### config.mk
export PLATFORM = sky130hd
export DESIGN_NAME = periodic_task_release_table_core
export DESIGN_NICKNAME = d
export VERILOG_FILES = /design/src/rtl/ptrt_pkg.sv /design/src/rtl/periodic_task_release_table_core.sv /design/src/rtl/ptrt_ram.sv /design/src/rtl/ptrt_exec.sv
export SDC_FILE = /design/constraint.sdc
export NUM_CORES = 1
export LEC_CHECK = 0
export BUFFER_PORTS_ARGS = -buffer_cell sky130_fd_sc_hd__buf_2
export CAP_MARGIN = 40
export CORE_ASPECT_RATIO = 1.1
export CORE_UTILIZATION = 40
export CTS_BUF_LIST = sky130_fd_sc_hd__clkbuf_4 sky130_fd_sc_hd__clkbuf_8
export DETAILED_ROUTE_END_ITERATION = 16
export PLACE_DENSITY = 0.61
export SLEW_MARGIN = 20
export SYNTH_ARGS = -nofsm -noshare
export SYNTH_HDL_FRONTEND = slang
export SYNTH_SLANG_ARGS = --single-unit
export TNS_END_PERCENT = 20
### constraint.sdc
create_clock -name clk -period 24.1 [get_ports clk]
set_clock_uncertainty 0.15 [all_clocks]
set_input_delay 1.205 -clock clk [delete_from_list [all_inputs] [get_ports clk]]
set_output_delay 1.205 -clock clk [all_outputs]
set_load 0.005 [all_outputs]
### src/rtl/ptrt_pkg.sv
package ptrt_pkg;

	localparam int unsigned TIME_W    = 32;
	localparam int unsigned FUNC_W    = 3;
	localparam int unsigned ID_W      = 4;
	// late limit is four periods: a shift by two
	localparam int unsigned LATE_SHIFT = 2;

	localparam logic [FUNC_W-1:0] FUNC_ADD     = 3'd0;
	localparam logic [FUNC_W-1:0] FUNC_UPDATE  = 3'd1;
	localparam logic [FUNC_W-1:0] FUNC_CONSUME = 3'd2;
	localparam logic [FUNC_W-1:0] FUNC_QUERY   = 3'd3;
	localparam logic [FUNC_W-1:0] FUNC_MARK    = 3'd4;

	// one table entry: last release above period
	typedef struct packed {
		logic [TIME_W-1:0] last_release;
		logic [TIME_W-1:0] period;
	} ptrt_entry_t;

	typedef struct packed {
		logic        mem_we;
		ptrt_entry_t mem_wdata;
		logic        set_present;
		logic        time_we;
		logic        known;
		logic        run;
	} ptrt_res_t;

endpackage

### src/rtl/periodic_task_release_table_core.sv
// Channel   Dir  Content (tdata / tuser from bit 0 up)
// s_axis    in   tdata: task_id[3:0], period_us[35:4], time_us[67:36], zero pad
//                tuser: func[2:0]
// m_axis    out  tdata: task_known[0], run[1], zero pad
//
// Flow: an item is accepted and its table entry read at that edge; the result moves
// into the output register once that register is free. One item is in flight at a
// time, set by the table read-modify-write: no new item is taken until it moves on.
// Reset: clears the present bits, the current time and all handshake state; the
// table RAM is not cleared, since an entry counts only once its present bit is set.
// Stalls: a waiting result holds the item in flight, which holds s_axis_tready low.
module periodic_task_release_table_core
	import ptrt_pkg::*;
#(
	parameter int unsigned NUM_TASKS = 8
) (
	input  logic        clk,
	input  logic        arst_n,
	input  logic        s_axis_tvalid,
	output logic        s_axis_tready,
	input  logic [71:0] s_axis_tdata,   // task_id, period_us, time_us, pad
	input  logic [2:0]  s_axis_tuser,   // func
	output logic        m_axis_tvalid,
	input  logic        m_axis_tready,
	output logic [7:0]  m_axis_tdata    // task_known, run, pad
);

	localparam int unsigned AW = (NUM_TASKS > 1) ? $clog2(NUM_TASKS) : 1;

	// input field split
	logic [ID_W-1:0]   in_id;
	logic [TIME_W-1:0] in_period;
	logic [TIME_W-1:0] in_time;
	logic              in_accept;

	assign in_id     = s_axis_tdata[3:0];
	assign in_period = s_axis_tdata[35:4];
	assign in_time   = s_axis_tdata[67:36];

	// stage 1: item waiting on its table read
	logic              valid_s1;
	logic [FUNC_W-1:0] func_s1;
	logic [AW-1:0]     addr_s1;
	logic              id_ok_s1;
	logic [TIME_W-1:0] period_s1;
	logic [TIME_W-1:0] time_s1;

	logic [NUM_TASKS-1:0] present_q;
	logic [TIME_W-1:0]    cur_time_q;
	logic                 out_valid_q;
	logic                 out_known_q;
	logic                 out_run_q;

	logic        advance;
	logic        present_s1;
	ptrt_entry_t rd_entry;
	ptrt_res_t   res;

	// hold a new item back while one is in flight: read and write back never overlap
	assign s_axis_tready = !valid_s1;
	assign in_accept     = s_axis_tvalid && s_axis_tready;
	// drain stage 1 once the output register is free or being emptied
	assign advance       = valid_s1 && (!out_valid_q || m_axis_tready);

	assign present_s1 = id_ok_s1 && present_q[addr_s1];

	ptrt_ram #(
		.WIDTH($bits(ptrt_entry_t)),
		.DEPTH(NUM_TASKS)
	) u_table (
		.clk  (clk),
		.we   (advance && res.mem_we),
		.waddr(addr_s1),
		.wdata(res.mem_wdata),
		.re   (in_accept),
		.raddr(in_id[AW-1:0]),
		.rdata(rd_entry)
	);

	ptrt_exec u_exec (
		.func     (func_s1),
		.id_ok    (id_ok_s1),
		.present  (present_s1),
		.period_in(period_s1),
		.cur_time (cur_time_q),
		.entry    (rd_entry),
		.res      (res)
	);

	// control state
	always_ff @(posedge clk or negedge arst_n) begin
		if (!arst_n) begin
			valid_s1    <= 1'b0;
			out_valid_q <= 1'b0;
			present_q   <= '0;
			cur_time_q  <= '0;
		end else begin
			if (in_accept) begin
				valid_s1 <= 1'b1;
			end else if (advance) begin
				valid_s1 <= 1'b0;
			end
			if (advance) begin
				out_valid_q <= 1'b1;
			end else if (m_axis_tready) begin
				out_valid_q <= 1'b0;
			end
			if (advance && res.set_present) begin
				present_q[addr_s1] <= 1'b1;
			end
			if (advance && res.time_we) begin
				cur_time_q <= time_s1;
			end
		end
	end

	// payload: capture the item, then the result
	always_ff @(posedge clk) begin
		if (in_accept) begin
			func_s1   <= s_axis_tuser;
			addr_s1   <= in_id[AW-1:0];
			id_ok_s1  <= ({1'b0, in_id} < 5'(NUM_TASKS));
			period_s1 <= in_period;
			time_s1   <= in_time;
		end
		if (advance) begin
			out_known_q <= res.known;
			out_run_q   <= res.run;
		end
	end

	assign m_axis_tvalid = out_valid_q;
	assign m_axis_tdata  = {6'b0, out_run_q, out_known_q};

	// interlock: an accepted item holds off the next one
	a_interlock: assert property (@(posedge clk) disable iff (!arst_n)
		in_accept |=> !s_axis_tready)
		else $error("item accepted while another in flight");

	// present bits only ever get set
	a_present_sticky: assert property (@(posedge clk) disable iff (!arst_n)
		1'b1 |=> ((present_q & $past(present_q)) == $past(present_q)))
		else $error("present bit cleared");

	// a due task must be a known one
	a_run_known: assert property (@(posedge clk) disable iff (!arst_n)
		(out_valid_q && out_run_q) |-> out_known_q)
		else $error("run reported for unknown task");

	// table writes come only from a completing item
	a_write_owner: assert property (@(posedge clk) disable iff (!arst_n)
		(res.mem_we && advance) |-> (valid_s1 && !in_accept))
		else $error("table write without item in flight");

endmodule

### src/rtl/ptrt_ram.sv
module ptrt_ram #(
	parameter int unsigned WIDTH = 64,
	parameter int unsigned DEPTH = 8
) (
	input  logic                                   clk,
	input  logic                                   we,
	input  logic [((DEPTH > 1) ? $clog2(DEPTH) : 1)-1:0] waddr,
	input  logic [WIDTH-1:0]                       wdata,
	input  logic                                   re,
	input  logic [((DEPTH > 1) ? $clog2(DEPTH) : 1)-1:0] raddr,
	output logic [WIDTH-1:0]                       rdata
);

	logic [WIDTH-1:0] mem [DEPTH];

	always_ff @(posedge clk) begin
		if (we) begin
			mem[waddr] <= wdata;
		end
		if (re) begin
			rdata <= mem[raddr];
		end
	end

endmodule

### src/rtl/ptrt_exec.sv
module ptrt_exec
	import ptrt_pkg::*;
(
	input  logic [FUNC_W-1:0] func,
	input  logic              id_ok,
	input  logic              present,
	input  logic [TIME_W-1:0] period_in,
	input  logic [TIME_W-1:0] cur_time,
	input  ptrt_entry_t       entry,
	output ptrt_res_t         res
);

	logic [TIME_W-1:0] elapsed;
	logic [TIME_W-1:0] late;
	logic              known;
	logic              due;

	assign known   = id_ok && present;
	assign elapsed = cur_time - entry.last_release;
	assign late    = entry.period << LATE_SHIFT;
	assign due     = (elapsed >= entry.period);

	always_comb begin
		res             = '0;
		res.mem_wdata   = entry;
		res.known       = known;
		case (func)
			FUNC_ADD: begin
				res.known = id_ok;
				if (id_ok && !present) begin
					res.mem_we                 = 1'b1;
					res.mem_wdata.period       = period_in;
					res.mem_wdata.last_release = '0;
					res.set_present            = 1'b1;
				end
			end
			FUNC_UPDATE: begin
				res.time_we = 1'b1;
			end
			FUNC_CONSUME: begin
				if (known && due) begin
					res.run    = 1'b1;
					res.mem_we = 1'b1;
					if (elapsed > late) begin
						res.mem_wdata.last_release = cur_time;
					end else begin
						res.mem_wdata.last_release = entry.last_release + entry.period;
					end
				end
			end
			FUNC_QUERY: begin
				res.run = known && due;
			end
			FUNC_MARK: begin
				if (known) begin
					res.mem_we                 = 1'b1;
					res.mem_wdata.last_release = cur_time;
				end
			end
			default: begin
				res.known = known;
			end
		endcase
	end

endmodule

Word level (Yosys, flattened, before mapping)

Memories as Yosys holds them, arrays and structs flattened. A register that Yosys moved wholly into a read port is not among the register bits.
Cells that the tools add are included.

Bits in writable memories: 512
Memories kept: 1
Latch bits: 0
Bits in registers: 115
Input bits: 79
Memory bits (read-only): 0

Memory list:

| name        | depth | width | rd ports | clocked after memory_dff | write ports | RTL line       | RTL |
|---|---|---|---|---|---|---|---|
| u_table.mem | 8     | 64    | 1        | 1                        | 1           | ptrt_ram.sv:14 | `logic [WIDTH-1:0] mem [DEPTH];` |

Muxes and demuxes: 20
Shift-type cells: 0
Order comparisons: 5
Divide/modulo/power cells: 0
$mul: 0
Add/subtract/negate cells: 2
Bitwise gates (word level): 1
Reductions and logical operators: 17
Equal/unequal tests: 4

Operator list:

| kind               | number |
|---|---|
| $mux 33            | 3 |
| $pmux 33 s3        | 1 |
| $mux 66            | 1 |
| $add 32x32->32     | 1 |
| $ge 32x32->1       | 1 |
| $gt 32x32->1       | 1 |
| $mux 32            | 1 |
| $sub 32x32->32     | 1 |
| $mux 1             | 11 |
| $logic_and 1x1->1  | 10 |
| $or 8x8->8         | 1 |
| $eq 3x2->1 const B | 2 |
| $lt 3x4->1 const B | 1 |
| $lt 4x4->1 const B | 1 |
| $reduce_bool 2->1  | 2 |
| $bmux 1 s3         | 1 |
| $demux 1 s3        | 1 |
| $eq 3x1->1 const B | 1 |
| $eq 3x3->1 const B | 1 |
| $ge 3x1->1 const B | 1 |
| $logic_not 1->1    | 3 |
| $logic_not 3->1    | 1 |
| $pmux 1 s2         | 1 |
| $logic_or 1x1->1   | 1 |

Depth between registers and ports, before layout

Depth after elaboration: 10
Depth in mapped cells: 25
Depth with buffers taken out: 24

Hierarchy

Synthesis repeated with hierarchy kept, for this count alone.

Cell total of the unflattened synthesis: 1907
Area total of the unflattened synthesis: 31330.0 sq um

By module, submodules not included:

| module                           | area an instance (sq um) | instances | cells an instance |
|---|---|---|---|
| ptrt_ram                         | 21187.8                  | 1         | 816 |
| ptrt_exec                        | 6093.3                   | 1         | 898 |
| periodic_task_release_table_core | 4048.9                   | 1         | 193 |

Worst setup path after synthesis

OpenSTA, ideal clock, no wires.

Path kind: register to register
Start: register cur_time_q[0]
End: memory u_table.mem[0][0], enable pin
Period minus slack after synthesis: 8.851 ns
Data arrival time: 8.137 ns
Buffers on the path: 0
Stages on the path, launching flop included: 24
Setup slack: 15.249 ns
Path through: dfrtp_1 inv_1 ha_1 inv_1 fa_1 a211oi_1 nor2_1 o221ai_1 a31oi_1 o2111ai_1 nand4_1 and3_1 o21ai_0 nand2b_1 xor2_1 ha_1 nand4_1 nor2_1 o21ai_1 nand2_1 nand2_1 a21oi_1 nand4_1 nor3_1

Cells in the longest elaborated chain, start to end: 8

RTL lines:

| what                         | RTL line                                | RTL |
|---|---|---|
| from (decl)                  | periodic_task_release_table_core.sv:49  | `logic [TIME_W-1:0] cur_time_q;` |
| from (signal assigned)       | periodic_task_release_table_core.sv:112 | `cur_time_q <= time_s1;` |
| $sub 32x32->32               | ptrt_exec.sv:19                         | `assign elapsed = cur_time - entry.last_release;` |
| $ge 32x32->1                 | ptrt_exec.sv:21                         | `assign due = (elapsed >= entry.period);` |
| $logic_and 1x1->1            | ptrt_exec.sv:41                         | `if (known && due) begin` |
| $mux 33                      | ptrt_exec.sv:41                         |  |
| $pmux 33 s3                  | ptrt_exec.sv:27                         | `case (func)` |
| $logic_and 1x1->1            | periodic_task_release_table_core.sv:72  | `.we (advance && res.mem_we),` |
| $mux 1                       | ptrt_ram.sv:17                          | `if (we) begin` |
| $mux 1 (not written as such) | ptrt_ram.sv:18                          | `mem[waddr] <= wdata;` |
| to (decl)                    | ptrt_ram.sv:14                          |  |

No other way between the ends.

Final worst setup path

Start: register u_table.rdata[33] (read register of u_table.mem)
End: memory u_table.mem[3][35], enable pin

Cells in the longest elaborated chain, start to end: 8

RTL lines:

| what                         | RTL line                               | RTL |
|---|---|---|
| from (decl)                  | ptrt_ram.sv:11                         | `output logic [WIDTH-1:0] rdata` |
| $sub 32x32->32               | ptrt_exec.sv:19                        |  |
| $ge 32x32->1                 | ptrt_exec.sv:21                        |  |
| $logic_and 1x1->1            | ptrt_exec.sv:41                        |  |
| $mux 33                      | ptrt_exec.sv:41                        |  |
| $pmux 33 s3                  | ptrt_exec.sv:27                        |  |
| $logic_and 1x1->1            | periodic_task_release_table_core.sv:72 |  |
| $mux 1                       | ptrt_ram.sv:17                         |  |
| $mux 1 (not written as such) | ptrt_ram.sv:18                         |  |

No other way between the ends.

==> flow_summary.json <==
{
  "status": "finished clean",
  "intPower_mw": 2.552,
  "htreeDepth": 3,
  "synth_seq_cells": 691,
  "fmax_mhz": 134.4,
  "root_buffer": "clkbuf_8",
  "post-route-min-period_ps": 7438,
  "reg2reg_from": "u_table.rdata[33]",
  "stdcell_count": 3257,
  "drt-initial-drc-count": 1436,
  "yosysTopAreaCell": "edfxtp_1",
  "synth_warnings": 0,
  "clk_latency_ps": 750,
  "crit_type": "flip-flop to flip-flop",
  "grt_overflow": 0,
  "hp-class": "flip-flop to flip-flop",
  "clk_path_buf_depth": 3,
  "die_area_mm2": 0.07970,
  "synthArstFlopShare_pct": 6.078,
  "maxCapViolations": 0,
  "p_sw_mw": 1.282,
  "cp.required_ps": 24300,
  "io_buffer_count": 78,
  "crit-reg2reg-capture": "u_table.mem[3][35]",
  "min_to": "cur_time_q[8]",
  "setup_viol": 0,
  "cts_resized": 0,
  "pwr-share-clk_pct": 28.2,
  "cp_max_fo": 40,
  "ys_types": 73,
  "worstPathArrival_ps": 7630,
  "sequentialPowerShare_pct": 40.8,
  "via_per_inst": 5.510,
  "io_pins": 89,
  "area_growth_pct": 13.79,
  "power-per-cell-area_mw_per_mm2": 107.2,
  "hold_depth": 1,
  "post-route-period-util_pct": 30.86,
  "tightest_slew_ps": 903.4,
  "drtAntennaViolNets": 0,
  "switching_share_pct": 33.44,
  "num_vias": 17950,
  "synth-edff-count": 649,
  "startpoint_type": "flip-flop",
  "rows": 107,
  "syn_avg_cell_area_um2": 15.91,
  "cts_sinks": 691,
  "fp.dieW_um": 269.3,
  "ys_seq_area_share_pct": 65.35,
  "slew_viol_final": 0,
  "grt_pass1_wl_um": 112700,
  "fp.dieH_um": 296.0,
  "core_mm2": 0.07765,
  "grtUsageTotal_pct": 18.87,
  "clkSlewWorstSetupHoldPaths_ps": 60,
  "grt_max_degree": 64,
  "drive_gt1_share_pct": 25.86,
  "yosysTopAreaCellShare_pct": 62.01,
  "dpl.cell_count": 3041,
  "grt_pass1_vias": 18690,
  "worst_hold_startpoint": "time_s1[8]",
  "pwr-share-comb_pct": 30.9,
  "synthTopCellsByArea": "edfxtp_1 (62%), mux4_2 (9.2%), ha_1 (4.9%), mux2_2 (3.5%), dfrtp_1 (3.3%)",
  "cts_tree": "yes",
  "rrSetupSlack_ps": 16660,
  "final-hold-violation-count": 0,
  "drtPass1Iterations": 6,
  "ys.flop_type": "edfxtp_1",
  "layout.nets": 2327,
  "cts_inserted_buffers": 113,
  "worst-r2r-cell-count": 24,
  "worstSetupEndpointType": "flip-flop",
  "final_common_cell": "edfxtp_1",
  "antenna_found_initial": 3,
  "rsz0062_at_grt": "false",
  "p_leak_nw": 12.72,
  "wire_per_inst_um": 22.79,
  "wirelength_um": 74240,
  "final_cell_mix": "edfxtp_1 (649), mux4_2 (128), clkbuf_8 (128)",
  "place_congestion": 0.9109,
  "ir_drop_v": 0.00007807,
  "netlist_area_mm2": 0.03143,
  "synth_cells": 1976,
  "drc_errors": 0,
  "post_cts_buffers": 0,
  "dp_hpwl_um": 46860,
  "setup_tns_ps": 0,
  "relSlewSlack_pct": 39.14,
  "postCtsHoldBufs": 0,
  "initial_core_util_pct": 40.48
}
==> metrics by stage <==
step / cell area (µm²) / util (%) / hold slack [ps] / setup WS, ps / total power, mW
5_1_grt: 35760 / 46.06 / 341.6 / 16160 / 4.066
6_report: 35760 / 46.06 / 327.6 / 16660 / 3.833
4_1_cts: 35750 / 46.05 / 326.2 / 16800 / 3.862
3_3_place_gp: 33070 / 42.59 / 301.8 / 16690 / 2.728
2_1_floorplan: 31450 / - / 287.9 / 15250 / 2.429
3_5_place_dp: 33290 / 42.87 / 317.1 / 16840 / 2.767
==> metal layers <==
| metal | GRT usage, % | part of all wire (%) | up-vias |
|---|---|---|---|
| li1 | - | - | 8124 |
| met1 | 24.84 | 44 | 9155 |
| met2 | 31.42 | 48 | 530 |
| met3 | 3.142 | 4.7 | 138 |
| met4 | 7.262 | 3.4 | 0 |
| met5 | 0 | 0 | - |
==> cell usage after synthesis, types with 4 or more instances <==
cell type,instances
a221oi_1,4
buf_1,19
ha_1,124
inv_1,92
a221o_1,23
mux2i_1,24
nor3_1,13
a21o_1,30
xnor2_1,34
o221ai_1,4
a2111oi_0,4
o21ai_1,4
a211oi_1,18
a31oi_1,16
dfrtp_1,42
a41o_1,4
mux2_2,97
clkbuf_1,47
and3_1,6
mux4_2,128
a2bb2oi_1,5
a221oi_2,4
buf_2,13
a21oi_1,109
o211ai_1,4
edfxtp_1,649
or2_2,7
buf_4,9
nor2_1,94
and2_1,6
o21bai_1,18
o21ai_0,104
o31ai_1,5
nand2b_1,14
xor2_1,15
nand2_1,82
nand3_1,22
nand4_1,16
o21a_1,7
nor2b_1,10
==> critical path, cell delays in order, from the launching register on <==
cell and delay (ps):
edfxtp_1 470, inv_1 140, ha_1 230, nor2b_1 140, o211ai_1 200, a31oi_1 170, o21ai_0 190, nand2b_1 100
nor2b_1 140, nor2b_1 270, nor4_1 90, a2111oi_0 510, xnor2_1 240, ha_1 350, nand2_1 50, nor3_1 230
o21ai_0 140, a21oi_1 380, o21ai_1 240, nand2_1 120, nand2_1 80, a21oi_1 460, nand4_1 470, nor2_4 670
buf_4 740
==> how the worst max path moves through the flow <==
stage,start,endpoint,slack (ps)
floorplan,cur_time_q[0],u_table.mem[0][0],15250
global placement,u_table.rdata[33],u_table.mem[2][35],16690
detailed placement,u_table.rdata[33],u_table.mem[3][35],16840
CTS,u_table.rdata[33],u_table.mem[3][35],16800
global route,u_table.rdata[33],u_table.mem[4][31],16160
finish,u_table.rdata[33],u_table.mem[3][35],16660
==> power by group through the flow <==
stage	logic, mW	registers [mW]	clock network, mW
final	1.19	1.57	1.08
after CTS	1.18	1.57	1.11
after floorplan	0.884	1.55	0
after detailed placement	1.17	1.59	0
after global routing	1.33	1.57	1.16
after global placement	1.14	1.59	0
==> state kept, by name, summed over array words and instances (netlist names) <==
| name | cells |
|---|---|
| m_axis_tvalid | 1 |
| cur_time_q | 32 |
| func_s1 | 3 |
| u_table.rdata | 64 |
| present_q | 8 |
| out_known_q | 1 |
| addr_s1 | 3 |
| valid_s1 | 1 |
| out_run_q | 1 |
| period_s1 | 32 |
| time_s1 | 32 |
| u_table.mem | 512 |
| id_ok_s1 | 1 |
==> area by class of cell <==
cell class | count | area (µm²)
repair buffers | 115 | 835.8
fillers | 6764 | 41890
multi-input cells | 1108 | 10270
diodes | 2 | 5.005
clock buffers | 170 | 2071
flip-flops and latches | 691 | 20540
inverters | 93 | 349.1
well taps | 1035 | 1295
clock inverters | 43 | 394.1
==> kinds of logic after synthesis <==
logic type                 count (synthesis)  synth area share, %
and+or+nand+nor                          283                4.160
adders and majority gates                126                5.064
muxes                                    249                13.41
DFF                                      691                65.35
other                                      1              0.01193
AOI/OAI and AO/OA                        395                8.300
buffers and inverters                    182                2.337
xor gates and xnor gates                  49                1.365
(Power assumes the default switching activity.)
